`config.mk`:
```
export PLATFORM = sky130hd
export DESIGN_NAME = lane_marking_row_filter_core
export DESIGN_NICKNAME = d
export VERILOG_FILES = /design/src/rtl/lmrf_pkg.sv /design/src/rtl/lmrf_cell.sv /design/src/rtl/lmrf_delay_line.sv /design/src/rtl/lmrf_run_gen.sv /design/src/rtl/lane_marking_row_filter_core.sv
export VERILOG_INCLUDE_DIRS = /design/src /design/src/rtl
export SDC_FILE = /design/constraint.sdc
export NUM_CORES = 2
export LEC_CHECK = 0
export BUFFER_PORTS_ARGS = -buffer_cell sky130_fd_sc_hd__buf_2
export CAP_MARGIN = 10
export CORE_ASPECT_RATIO = 0.75
export CORE_MARGIN = 1.5
export CORE_UTILIZATION = 43
export CTS_CLUSTER_SIZE = 20
export DETAILED_ROUTE_END_ITERATION = 12
export MAX_ROUTING_LAYER = met4
export PLACE_DENSITY = 0.7
export RECOVER_POWER = 100
export SKIP_CTS_REPAIR_TIMING = 1
export SLEW_MARGIN = 10
export SYNTH_ARGS = -nofsm -noshare
export SYNTH_HDL_FRONTEND = slang
export SYNTH_HIERARCHICAL = 1
export SYNTH_SLANG_ARGS = --single-unit
```
`constraint.sdc`:
```
create_clock -name clk -period 15.2 [get_ports clk]
set_clock_uncertainty 0.15 [all_clocks]
set_input_delay 3.04 -clock clk [delete_from_list [all_inputs] [get_ports clk]]
set_output_delay 3.04 -clock clk [all_outputs]
set_load 0.05 [all_outputs]
```
`src/rtl/assert_macros.svh`:
```
// Assertion macros for the lane marking row filter RTL.
// Included by lmrf_run_gen for its concurrent checks; no other dependency.
`ifndef ASSERT_MACROS_SVH
`define ASSERT_MACROS_SVH

`ifndef ASSERT_OFF

// Property must hold at every clock edge outside reset.
`define LMRF_ASSERT(lbl, clk, rst_n, prop) \
	lbl: assert property (@(posedge clk) disable iff (!rst_n) prop) \
	else $error("assertion failed: lbl");

// Expression must never be true outside reset.
`define LMRF_NEVER(lbl, clk, rst_n, expr) \
	lbl: assert property (@(posedge clk) disable iff (!rst_n) !(expr)) \
	else $error("forbidden condition: lbl");

`else

`define LMRF_ASSERT(lbl, clk, rst_n, prop)
`define LMRF_NEVER(lbl, clk, rst_n, expr)

`endif

`endif

```
`src/rtl/lmrf_pkg.sv`:
```
// Package of the lane marking row filter: widths, limits, register indexes,
// reset values, the run request type and the filter helper functions. No dependencies.
`default_nettype none

package lmrf_pkg;

	localparam int MAX_MARK_WIDTH = 32;
	localparam int MAX_IMAGE_SIDE = 4096;

	localparam int PIX_W   = 8;
	localparam int SIDE_W  = 13;
	localparam int MARK_W  = 5;
	localparam int THR_W   = 8;

	// Working width of the clamped mark distance.
	localparam int MW_W    = $clog2(MAX_MARK_WIDTH);
	// Depth of the pixel chain and the index width into it.
	localparam int DEPTH   = 2 * MAX_MARK_WIDTH - 1;
	localparam int TAP_W   = $clog2(DEPTH);
	// Results per request go up to MAX_MARK_WIDTH.
	localparam int CNT_W   = $clog2(MAX_MARK_WIDTH + 1);

	localparam int CFG_IDX_W  = 2;
	localparam int CFG_DATA_W = 13;

	typedef enum logic [CFG_IDX_W-1:0] {
		REG_IMAGE_WIDTH    = 2'd0,
		REG_IMAGE_HEIGHT   = 2'd1,
		REG_MARKING_WIDTH  = 2'd2,
		REG_EDGE_THRESHOLD = 2'd3
	} lmrf_reg_t;

	localparam logic [SIDE_W-1:0] RST_IMAGE_WIDTH    = SIDE_W'(640);
	localparam logic [SIDE_W-1:0] RST_IMAGE_HEIGHT   = SIDE_W'(480);
	localparam logic [MARK_W-1:0] RST_MARKING_WIDTH  = MARK_W'(20);
	localparam logic [THR_W-1:0]  RST_EDGE_THRESHOLD = THR_W'(40);

	localparam logic [PIX_W-1:0] MARK_ON  = '1;
	localparam logic [PIX_W-1:0] MARK_OFF = '0;

	// One run of results caused by an accepted pixel: the value of its first
	// result (every later one is zero), how many results, and whether the run
	// closes a row.
	typedef struct packed {
		logic [PIX_W-1:0] value;
		logic [CNT_W-1:0] count;
		logic             row_end;
	} lmrf_run_t;

	// Zero acts as one, anything above the largest side acts as the largest side.
	function automatic logic [SIDE_W-1:0] side_clamp(input logic [SIDE_W-1:0] v);
		logic [SIDE_W-1:0] r;
		if (v == '0) begin
			r = SIDE_W'(1);
		end else if (v > SIDE_W'(MAX_IMAGE_SIDE)) begin
			r = SIDE_W'(MAX_IMAGE_SIDE);
		end else begin
			r = v;
		end
		return r;
	endfunction

	// Mark distance limited to 1 .. MAX_MARK_WIDTH-1.
	function automatic logic [MW_W-1:0] mark_clamp(input logic [MARK_W-1:0] v);
		logic [MARK_W-1:0] r;
		if (v == '0) begin
			r = MARK_W'(1);
		end else if (v > MARK_W'(MAX_MARK_WIDTH - 1)) begin
			r = MARK_W'(MAX_MARK_WIDTH - 1);
		end else begin
			r = v;
		end
		return MW_W'(r);
	endfunction

	// 2c - l - r - |l - r| equals 2 * (c - max(l, r)); clamp and threshold it.
	function automatic logic [PIX_W-1:0] mark_decide(
		input logic [PIX_W-1:0] c,
		input logic [PIX_W-1:0] l,
		input logic [PIX_W-1:0] r,
		input logic [THR_W-1:0] thr
	);
		logic [PIX_W-1:0] mx;
		logic [PIX_W-1:0] diff;
		logic [PIX_W:0]   dbl;
		logic [PIX_W-1:0] clamped;
		logic [PIX_W-1:0] res;
		mx = (l > r) ? l : r;
		diff = c - mx;
		dbl = {diff, 1'b0};
		clamped = dbl[PIX_W] ? '1 : dbl[PIX_W-1:0];
		if (c == '0 || c <= mx) begin
			res = MARK_OFF;
		end else if (clamped > thr) begin
			res = MARK_ON;
		end else begin
			res = MARK_OFF;
		end
		return res;
	endfunction

endpackage

`default_nettype wire

```
`src/rtl/lmrf_cell.sv`:
```
// One cell of the pixel chain: holds one pixel and takes its neighbor's on a shift.
// Depends on lmrf_pkg.
`default_nettype none

module lmrf_cell (
	input  wire logic                     clk,
	input  wire logic                     arst_n,
	input  wire logic                     shift,
	input  wire logic [lmrf_pkg::PIX_W-1:0] d,
	output logic      [lmrf_pkg::PIX_W-1:0] q
);
	import lmrf_pkg::*;

	logic [PIX_W-1:0] pix_q;

	// The chain starts out all zero after reset.
	always_ff @(posedge clk or negedge arst_n) begin
		if (!arst_n) begin
			pix_q <= '0;
		end else if (shift) begin
			pix_q <= d;
		end
	end

	assign q = pix_q;

endmodule

`default_nettype wire

```
`src/rtl/lmrf_delay_line.sv`:
```
// Pixel delay line of the lane marking row filter: a chain of lmrf_cell with
// taps at distance W and 2W behind the incoming pixel. Depends on lmrf_pkg, lmrf_cell.
`default_nettype none

module lmrf_delay_line (
	input  wire logic                      clk,
	input  wire logic                      arst_n,
	input  wire logic                      shift,
	input  wire logic [lmrf_pkg::PIX_W-1:0] pixel_in,
	input  wire logic [lmrf_pkg::MW_W-1:0]  mark_w,
	output logic      [lmrf_pkg::PIX_W-1:0] tap_c,
	output logic      [lmrf_pkg::PIX_W-1:0] tap_l
);
	import lmrf_pkg::*;

	logic [PIX_W-1:0] line [DEPTH];
	logic [TAP_W-1:0] c_idx;
	logic [TAP_W-1:0] l_idx;

	// Cell 0 takes the new pixel, every other cell takes its neighbor's.
	for (genvar i = 0; i < DEPTH; i++) begin : g_cell
		if (i == 0) begin : g_head
			lmrf_cell u_cell (
				.clk    (clk),
				.arst_n (arst_n),
				.shift  (shift),
				.d      (pixel_in),
				.q      (line[i])
			);
		end else begin : g_body
			lmrf_cell u_cell (
				.clk    (clk),
				.arst_n (arst_n),
				.shift  (shift),
				.d      (line[i-1]),
				.q      (line[i])
			);
		end
	end

	// Before the shift, the centre pixel sits at W-1 and the left one at 2W-1.
	assign c_idx = TAP_W'(mark_w) - TAP_W'(1);
	assign l_idx = (TAP_W'(mark_w) << 1) - TAP_W'(1);
	assign tap_c = line[c_idx];
	assign tap_l = line[l_idx];

endmodule

`default_nettype wire

```
`src/rtl/lmrf_run_gen.sv`:
```
// Result sequencer of the lane marking row filter: holds one run request and
// plays it out through a registered output stage. Depends on lmrf_pkg, assert_macros.svh.
`default_nettype none
`include "assert_macros.svh"

module lmrf_run_gen (
	input  wire logic                       clk,
	input  wire logic                       arst_n,
	input  wire logic                       load,
	input  wire lmrf_pkg::lmrf_run_t        run_in,
	output logic                            load_ready,
	output logic                            m_tvalid,
	input  wire logic                       m_tready,
	output logic      [lmrf_pkg::PIX_W-1:0] m_edge_value,
	output logic                            m_row_end,
	output logic                            m_last_of_run
);
	import lmrf_pkg::*;

	logic [CNT_W-1:0] cnt_q;
	logic [PIX_W-1:0] val_q;
	logic             row_end_q;
	logic             out_valid_q;
	logic [PIX_W-1:0] out_value_q;
	logic             out_row_end_q;
	logic             out_last_q;
	logic             out_free;
	logic             emit;
	logic             final_item;

	assign out_free   = !out_valid_q || m_tready;
	assign emit       = out_free && (cnt_q != '0);
	assign final_item = (cnt_q == CNT_W'(1));

	// A new request is taken once the held run is empty or hands over its last item now.
	assign load_ready = (cnt_q == '0) || (final_item && out_free);

	// Run register: only the first result carries a computed value.
	always_ff @(posedge clk or negedge arst_n) begin
		if (!arst_n) begin
			cnt_q     <= '0;
			val_q     <= '0;
			row_end_q <= 1'b0;
		end else if (load) begin
			cnt_q     <= run_in.count;
			val_q     <= run_in.value;
			row_end_q <= run_in.row_end;
		end else if (emit) begin
			cnt_q <= cnt_q - CNT_W'(1);
			val_q <= MARK_OFF;
		end
	end

	// Output stage: refilled whenever it is empty or being taken.
	always_ff @(posedge clk or negedge arst_n) begin
		if (!arst_n) begin
			out_valid_q <= 1'b0;
		end else if (out_free) begin
			out_valid_q <= (cnt_q != '0);
		end
	end

	always_ff @(posedge clk) begin
		if (emit) begin
			out_value_q   <= val_q;
			out_row_end_q <= row_end_q && final_item;
			out_last_q    <= final_item;
		end
	end

	assign m_tvalid      = out_valid_q;
	assign m_edge_value  = out_value_q;
	assign m_row_end     = out_row_end_q;
	assign m_last_of_run = out_last_q;

	// A row end is always the final result of its run.
	`LMRF_ASSERT(a_row_end_is_last, clk, arst_n, out_valid_q |-> (!out_row_end_q || out_last_q))
	// Results are binary marks.
	`LMRF_ASSERT(a_binary_mark, clk, arst_n, out_valid_q |-> (out_value_q == MARK_ON || out_value_q == MARK_OFF))
	// A stalled output freezes a pending run.
	`LMRF_ASSERT(a_stall_holds_run, clk, arst_n, (out_valid_q && !m_tready && cnt_q != '0) |=> $stable(cnt_q))
	// Results after the first of a run are zero.
	`LMRF_ASSERT(a_tail_zero, clk, arst_n, (emit && !load) |=> (val_q == MARK_OFF))
	// A run never grows beyond the longest flush.
	`LMRF_NEVER(a_count_bound, clk, arst_n, cnt_q > CNT_W'(MAX_MARK_WIDTH))

endmodule

`default_nettype wire

```
`src/rtl/lane_marking_row_filter_core.sv`:
```
// Top level of the lane marking row filter: configuration registers, row and
// column counters, the filter decision and the run request. Depends on lmrf_pkg,
// lmrf_delay_line, lmrf_run_gen.
//
//  Channel  | Handshake          | Payload
//  ---------+--------------------+------------------------------------------------
//  s_*      | s_tvalid/s_tready  | s_tdata = pixel, s_tuser = frame_start
//  m_*      | m_tvalid/m_tready  | m_tdata = edge_value, m_tuser = row_end,
//           |                    | m_tlast = last_of_run
//  cfg_*    | cfg_valid/cfg_ready| cfg_index = register, cfg_data = value
//
// One pixel is taken per cycle unless a run or stall holds it back; its result leaves
// through a one-entry output register. The last pixel of a row starts a run of up to
// W+1 results, one per cycle unless stalled, and the next pixel is taken in the cycle
// the final result of that run enters the output. When m_tready is low, s_tready drops
// as soon as the run register cannot hand over. Reset clears the pixel chain, the
// counters and all handshake state; there is no clearing pass before pixels are taken.
`default_nettype none

module lane_marking_row_filter_core (
	input  wire logic                            clk,
	input  wire logic                            arst_n,
	// Pixel input.
	input  wire logic                            s_tvalid,
	output logic                                 s_tready,
	input  wire logic [7:0]                      s_tdata,  // [7:0] pixel
	input  wire logic                            s_tuser,  // [0] frame_start
	// Result output.
	output logic                                 m_tvalid,
	input  wire logic                            m_tready,
	output logic      [7:0]                      m_tdata,  // [7:0] edge_value
	output logic                                 m_tlast,  // last_of_run
	output logic                                 m_tuser,  // [0] row_end
	// Register writes.
	input  wire logic                            cfg_valid,
	output logic                                 cfg_ready,
	input  wire logic [lmrf_pkg::CFG_IDX_W-1:0]  cfg_index,
	input  wire logic [lmrf_pkg::CFG_DATA_W-1:0] cfg_data
);
	import lmrf_pkg::*;

	logic [SIDE_W-1:0] image_width_q;
	logic [SIDE_W-1:0] image_height_q;
	logic [MARK_W-1:0] marking_width_q;
	logic [THR_W-1:0]  edge_threshold_q;
	logic [SIDE_W-1:0] col_q;
	logic [SIDE_W-1:0] row_q;

	logic              accept;
	logic [SIDE_W-1:0] wid;
	logic [SIDE_W-1:0] hgt;
	logic [MW_W-1:0]   mark_w;
	logic [SIDE_W-1:0] col;
	logic [SIDE_W-1:0] row;
	logic              row_last;
	logic              col_ge_w;
	logic              forced_zero;
	logic [PIX_W-1:0]  tap_c;
	logic [PIX_W-1:0]  tap_l;
	logic [PIX_W-1:0]  decided;
	lmrf_run_t         run_req;
	logic              load_ready;

	// Register writes are always taken.
	assign cfg_ready = 1'b1;

	always_ff @(posedge clk or negedge arst_n) begin
		if (!arst_n) begin
			image_width_q    <= RST_IMAGE_WIDTH;
			image_height_q   <= RST_IMAGE_HEIGHT;
			marking_width_q  <= RST_MARKING_WIDTH;
			edge_threshold_q <= RST_EDGE_THRESHOLD;
		end else if (cfg_valid) begin
			unique case (lmrf_reg_t'(cfg_index))
				REG_IMAGE_WIDTH:    image_width_q    <= cfg_data[SIDE_W-1:0];
				REG_IMAGE_HEIGHT:   image_height_q   <= cfg_data[SIDE_W-1:0];
				REG_MARKING_WIDTH:  marking_width_q  <= cfg_data[MARK_W-1:0];
				REG_EDGE_THRESHOLD: edge_threshold_q <= cfg_data[THR_W-1:0];
				default: ;
			endcase
		end
	end

	// Effective geometry after clamping.
	assign wid    = side_clamp(image_width_q);
	assign hgt    = side_clamp(image_height_q);
	assign mark_w = mark_clamp(marking_width_q);

	assign s_tready = load_ready;
	assign accept   = s_tvalid && load_ready;

	// Position of the incoming pixel; a frame start puts it at the origin.
	assign col      = s_tuser ? '0 : col_q;
	assign row      = s_tuser ? '0 : row_q;
	assign row_last = ({1'b0, col} + (SIDE_W+1)'(1)) >= {1'b0, wid};
	assign col_ge_w = col >= SIDE_W'(mark_w);

	lmrf_delay_line u_delay_line (
		.clk      (clk),
		.arst_n   (arst_n),
		.shift    (accept),
		.pixel_in (s_tdata),
		.mark_w   (mark_w),
		.tap_c    (tap_c),
		.tap_l    (tap_l)
	);

	// The output column is col-W; it is blank in the upper half and near either border.
	assign forced_zero = (row < (hgt >> 1))
		|| (col < (SIDE_W'(mark_w) << 1))
		|| (col >= wid);
	assign decided = mark_decide(tap_c, tap_l, s_tdata, edge_threshold_q);

	// Run request: a row end flushes the trailing columns, other pixels give one result
	// once W pixels of the row are in.
	always_comb begin
		run_req.value   = (col_ge_w && !forced_zero) ? decided : MARK_OFF;
		run_req.row_end = row_last;
		if (row_last) begin
			run_req.count = col_ge_w ? (CNT_W'(mark_w) + CNT_W'(1))
				: (col[CNT_W-1:0] + CNT_W'(1));
		end else begin
			run_req.count = col_ge_w ? CNT_W'(1) : '0;
		end
	end

	// Column and row counters.
	always_ff @(posedge clk or negedge arst_n) begin
		if (!arst_n) begin
			col_q <= '0;
			row_q <= '0;
		end else if (accept) begin
			if (row_last) begin
				col_q <= '0;
				row_q <= (({1'b0, row} + (SIDE_W+1)'(1)) >= {1'b0, hgt}) ? '0
					: row + SIDE_W'(1);
			end else begin
				col_q <= col + SIDE_W'(1);
				row_q <= row;
			end
		end
	end

	lmrf_run_gen u_run_gen (
		.clk           (clk),
		.arst_n        (arst_n),
		.load          (accept),
		.run_in        (run_req),
		.load_ready    (load_ready),
		.m_tvalid      (m_tvalid),
		.m_tready      (m_tready),
		.m_edge_value  (m_tdata),
		.m_row_end     (m_tuser),
		.m_last_of_run (m_tlast)
	);

endmodule

`default_nettype wire
```
-- Yosys cells after proc, flatten, opt, wreduce, memory -nomap -nowiden
Cells that the tools add are included.
- output and inout bits: 13
- input bits: 29
- logic and storage cells: 159
- bits in registers: 595
- reductions and logical operators: 24
- magnitude comparators: 14
- multiplexer cells: 29
- bitwise logic cells: 2
- equal/unequal tests: 4
- add/subtract/negate cells: 10
- operators by type and width (cell ; number):
    $mux 13 ; 9
    $bmux 8 s6 ; 2
    $mux 8 ; 11
    $add 13x1->14 const B ; 2
    $ge 14x13->1 ; 2
    $add 13x1->13 const B ; 2
    $gt 13x13->1 const B ; 2
    $logic_not 13->1 ; 2
    $mux 6 ; 4
    $gt 8x8->1 ; 2
    $ge 7x7->1 const B ; 2
    $not 6->7 ; 2
    $ge 13x13->1 ; 1
    $ge 13x5->1 ; 1
    $lt 13x12->1 ; 1
    $lt 13x6->1 ; 1
    $sub 6x1->6 const B ; 2
    $mux 5 ; 2
    $le 8x8->1 ; 1
    $logic_not 8->1 ; 1
    $reduce_and 2->1 ; 4
    $sub 8x8->8 ; 1
    $add 5x1->6 const B ; 1
    $add 6x1->6 const B ; 1
    other kinds (14) ; 24

-- Depth between registers and ports, before layout
- word-level depth: 17
- gate-level depth with buffers: 41

-- Hierarchy
Netlist, hierarchy kept.
- by module, submodules not included (module ; cells an instance ; area each (sq um) ; instances ; seq. area each (sq um)):
    lmrf_cell ; 17 ; 331.6 ; 63 ; 200.2
    lane_marking_row_filter_core ; 676 ; 6054.6 ; 1 ; 1639.1
    lmrf_delay_line ; 397 ; 5311.3 ; 1 ; 0.0
    lmrf_run_gen ; 97 ; 1141.1 ; 1 ; 700.7

-- Least setup slack after synthesis
OpenSTA, ideal clock, no wires.
- path type: in2reg
- from: in m_tready
- to: reg u_run_gen.val_q[0]
- path slack: 6.620 ns
- cell stages on the path: 9
- data required time: 14.967 ns
- library setup time: 0.083 ns
- arrival time: 8.347 ns
- cell sequence: and2b_1 -> o21ai_0 -> nand2_1 -> inv_1 -> clkbuf_1 -> buf_6 -> dlygate4sd1_1 -> nand2_1 -> o21ai_0
- longest elaborated chain between the ends: 5
- elaborated cells between the ends (all ways): 7
- ends and longest elaborated chain (item ; line ; RTL):
    from (decl) ; lane_marking_row_filter_core.sv:30 ; input wire logic m_tready,
    $logic_or 1x1->1 * ; lmrf_run_gen.sv:31 ; assign out_free = !out_valid_q || m_tready;
    $logic_and 1x1->1 * ; lmrf_run_gen.sv:36 ; assign load_ready = (cnt_q == '0) || (final_item && out_free);
    $logic_or 1x1->1 * ; lmrf_run_gen.sv:36 ;
    named net s_tready ; lane_marking_row_filter_core.sv:25 ; output logic s_tready,
    $logic_and 1x1->1 * ; lane_marking_row_filter_core.sv:90 ; assign accept = s_tvalid && load_ready;
    named net accept ; lane_marking_row_filter_core.sv:49 ; logic accept;
    $mux 8 or $reduce_bool 2->1 (tied branches) ; -- ;
    to (signal assigned) ; lmrf_run_gen.sv:46 ; val_q <= run_in.value;
    to (decl) ; lmrf_run_gen.sv:21 ; logic [PIX_W-1:0] val_q;
Mark *: on every way through the listed nets, which the timed path passes. The rest lies on a longest branch.
A chain may end at the register's enable or synchronous reset.

-- Worst setup path in the final report
- from: reg marking_width_q[2]
- to: reg u_run_gen.val_q[4]
- longest elaborated chain between the ends: 17
- elaborated cells between the ends (all ways): 32
- ends and longest elaborated chain (item ; line ; RTL):
    from (decl) ; lane_marking_row_filter_core.sv:44 ; logic [MARK_W-1:0] marking_width_q;
    from (signal assigned) ; lane_marking_row_filter_core.sv:77 ; REG_MARKING_WIDTH: marking_width_q <= cfg_data[MARK_W-1:0];
    $gt 5x5->1 ; lmrf_pkg.sv:68 ; end else if (v > MARK_W'(MAX_MARK_WIDTH - 1)) begin
    $mux 5 ; lmrf_pkg.sv:68 ;
    $mux 5 * ; lmrf_pkg.sv:66 ; if (v == '0) begin
    named net mark_w[0] ; lane_marking_row_filter_core.sv:52 ; logic [MW_W-1:0] mark_w;
    $sub 6x1->6 * ; lmrf_delay_line.sv:43 ; assign l_idx = (TAP_W'(mark_w) << 1) - TAP_W'(1);
    $not 6->7 (not written as such) * ; lmrf_delay_line.sv:45 ; assign tap_l = line[l_idx];
    $bmux 8 s6 * ; lmrf_delay_line.sv:45 ;
    $mux 8 (not written as such) * (2 in series) ; lmrf_delay_line.sv:45 ;
    named net tap_l[2] ; lane_marking_row_filter_core.sv:59 ; logic [PIX_W-1:0] tap_l;
    (+1 left out) ; -- ;
    $mux 8 * ; lmrf_pkg.sv:88 ; mx = (l > r) ? l : r;
    $sub 8x8->8 ; lmrf_pkg.sv:89 ; diff = c - mx;
    $mux 8 ; lmrf_pkg.sv:91 ; clamped = dbl[PIX_W] ? '1 : dbl[PIX_W-1:0];
    $gt 8x8->1 ; lmrf_pkg.sv:94 ; end else if (clamped > thr) begin
    $mux 8 ; lmrf_pkg.sv:94 ;
    $mux 8 * ; lmrf_pkg.sv:92 ; if (c == '0 || c <= mx) begin
    $mux 8 * ; lane_marking_row_filter_core.sv:117 ; run_req.value = (col_ge_w && !forced_zero) ? decided : MARK_OFF;
    $mux 8 * ; lmrf_run_gen.sv:44 ; end else if (load) begin
Mark *: on every way through the listed nets, which the timed path passes. The rest lies on a longest branch. The select of a mux whose other input is x is not followed.

==> metrics.md <==
| Metric | Value |
|---|---|
| Number of DRC markers after the initial detailed-route iteration | 1304 |
| Clock buffers created by TritonCTS | 54 |
| Starting Density | 43.4% |
| Number of warnings printed during yosys synthesis | 6 |
| Buffering stage count on the worst path with inverters included | 3 |
| I/O pin cnt | 42 |
| Number of nets at the end of the flow | 2330 |
| Area added between synthesis and finish | 1.18% |
| Largest driver fanout on the critical path | 45 |
| Chip Height | 244 um |
| Power per cell area | 125 mW/mm^2 |
| Delay of the slowest cell on the worst path | 1.56 ns |
| Kind of critical path | register to register |
| Worst hold-check slack | 0.297 ns |
| Result of the run | finished, violations left |
| Reg2reg setup slack | 3.10 ns |
| Startpoint class of the critical path | register |
| Worst skew pair latency | 0.62 ns |
| Unrepaired setup endpoints after global routing | no |
| Pins over their slew limit | 833 |
| Number of buffer cells added on primary ports | 40 |
| Switching share of power | 31.1% |
| Cell leakage power | 16.4 nW |
| Half-perimeter wire length of the detailed placement result | 43600 um |
| Overall global routing resource usage | 17.8% |
| DR DRC count | 0 |
| Final Hold Viols | 0 |
| Worst hold endpoint | u_run_gen/m_edge_value[4] |
| Slew @ Worst Pin | 5.57 ns |
| Full die area | 0.0791 mm^2 |
| Initial antenna violation count | 1 |
| Vias in the first global route | 19220 |
| Post-DR wirelength/cell | 20.1 um |
| Worst hold start | u_run_gen/val_q[4] |
| CTS clock-pin slew for the worst setup and hold paths | 0.07 ns |
| Proportion of power drawn by combinational gates | 25.0% |
| Post-synth net total | 2355 |
| Clock network fraction of design power | 34.0% |
| Remaining antenna violation count | 0 |
| Startpoint of the worst register-to-register path | marking_width_q[2] |
| Core area | 0.0767 mm^2 |
| Slew HR | -271% |
| Crit path max-delay cell type | ha_1 |
| Register-to-Register Path Depth | 32 |
| Global-route wire length before repair | 111000 um |
| Max rail drop VDD | 0.0988 mV |
| Final critical-path share of the clock period | 79.6% |
| Number of vias per cell | 5.58 |
| DIE WIDTH | 324 um |
| Endpoint of the worst-slack reg-to-reg timing path | u_run_gen/val_q[4] |
| Path category of the worst min-delay check | register to register |
| Synthesized area per cell | 14.9 um^2 |
| H-tree depth | 2 |
| Req. time, crit path | 15.48 ns |
| Layout cell share with drive strength beyond 1 | 16.8% |
| Post-Syn Area | 0.0333 mm^2 |
| Count of clock tree sinks | 592 |
| Total length of routed wires | 66200 um |
| Reported max-cap violation count | 11 |
| Most frequent standard cell in the layout excluding fill and tap cells | dfrtp_1 |
| Fraction of power consumed by sequential logic | 41.0% |
| Crit path capture type | register |
| Most frequent cells in the layout | 572 x dfrtp_1, 490 x mux2_1, 141 x mux4_2, 109 x nand2_1, 90 x ha_1 |
| Power Internal | 0.00289 W |
| Shortest period the worst path allows | 12.10 ns |
| Arrival time at the worst endpoint | 12.38 ns |
| Overall overflow remaining after global route | 0 |
| Final Wtd Congestion | 0.852 |
| Fmax | 82.7 MHz |
| Clock Tree Root | clkbuf_16 |
| Top Family by Delay on Critical Path | compound AO/OA/AOI/OAI gates |
| Pin count of the biggest net entering global routing | 178 |
| Setup Viol. Count Final | 0 |
| CTS max path bufs | 3 |
| Violated checks | capacitance limit, slew limit |
| Total number of vias | 18350 |
| Post-synthesis instance total | 2235 |
| Sum of negative setup slack | 0 ns |
| TritonCTS clock tree | done |
| Power dissipated by switching net loads | 0.00130 W |
| Hold path depth | 0 |
| Row Count | 88 |
| Detailed-routing iteration count for the pre-antenna-repair pass | 5 |
how the worst max path moves through the flow:
| stage | from | to | slack, ns | depth (start not counted) |
|---|---|---|---|---|
| 2_1_floorplan | m_tready | u_run_gen/val_q[0] | 6.62 | 9 |
| 3_3_place_gp | marking_width_q[2] | u_run_gen/val_q[4] | 5.24 | 32 |
| 3_5_place_dp | marking_width_q[2] | u_run_gen/val_q[4] | 4.85 | 32 |
| 4_1_cts | marking_width_q[2] | u_run_gen/val_q[4] | 4.81 | 32 |
| 5_1_grt | arst_n | u_delay_line/g_cell[44].g_body.u_cell/q[7] | 2.12 | 3 |
| 6_report | marking_width_q[2] | u_run_gen/val_q[4] | 3.10 | 32 |
through the flow:
stage          instances  utilization (%)  total power, W  cell area [um^2]  setup slack, ns
3_5_place_dp        3189             44.0         0.00286             33800             4.85
6_report            3287             43.9         0.00419             33700             3.10
2_1_floorplan       2235                -         0.00263             33300             6.62
4_1_cts             3285             46.5         0.00430             35600             4.81
5_1_grt             3285             43.9         0.00441             33700             2.12
3_3_place_gp        3189             44.0         0.00282             33800             5.24
power groups by stage:
stage          sequential, W  clock, W  combinational [W]
6_report             0.00172   0.00143            0.00105
5_1_grt              0.00173   0.00153            0.00115
4_1_cts              0.00172   0.00146            0.00111
3_5_place_dp         0.00175         0            0.00111
3_3_place_gp         0.00175         0            0.00108
2_1_floorplan        0.00173         0           0.000901
per-layer routing:
layer	up-vias	wire length (um)	GRT usage [%]	part of all wire, %
met5	-	0	-	0
met4	0	1050	3.45	1.6
met3	81	3010	2.52	4.6
met2	380	29400	25.1	44
met1	9635	32700	27.3	49
li1	8254	-	-	-
worst register-to-register path, delay by kind of cell, from the launching register on:
family | cells | cell delay [ns]
compound gates | 11 | 2.99
buf+inv | 3 | 1.51
flops | 1 | 0.73
simple gates | 9 | 2.30
mux | 4 | 1.45
fa+ha+maj | 5 | 2.80
sequential cells by signal, summed over array words and instances (netlist names), 5 cells and up:
register and flops:
image_width_q 13, col_q 13, u_run_gen/val_q 8, marking_width_q 5, u_delay_line/g_cell.g_head.u_cell/q 8, image_height_q 13
u_delay_line/g_cell.g_body.u_cell/q 493, u_run_gen/m_edge_value 8, u_run_gen/cnt_q 6, row_q 13, edge_threshold_q 8
area by class of cell:
type                            count  area (um^2)
Fill cell                        7127        43100
Multi-Input combinational cell   1433        15000
Sequential cell                   592        14900
Clock buffer                       82         1660
Tap cell                         1035         1290
Timing Repair Buffer               66          360
Inverter                           63          240
Clock inverter                     14          218
Antenna cell                        2         5.00
Note: power is estimated with default switching activity, not from simulation.
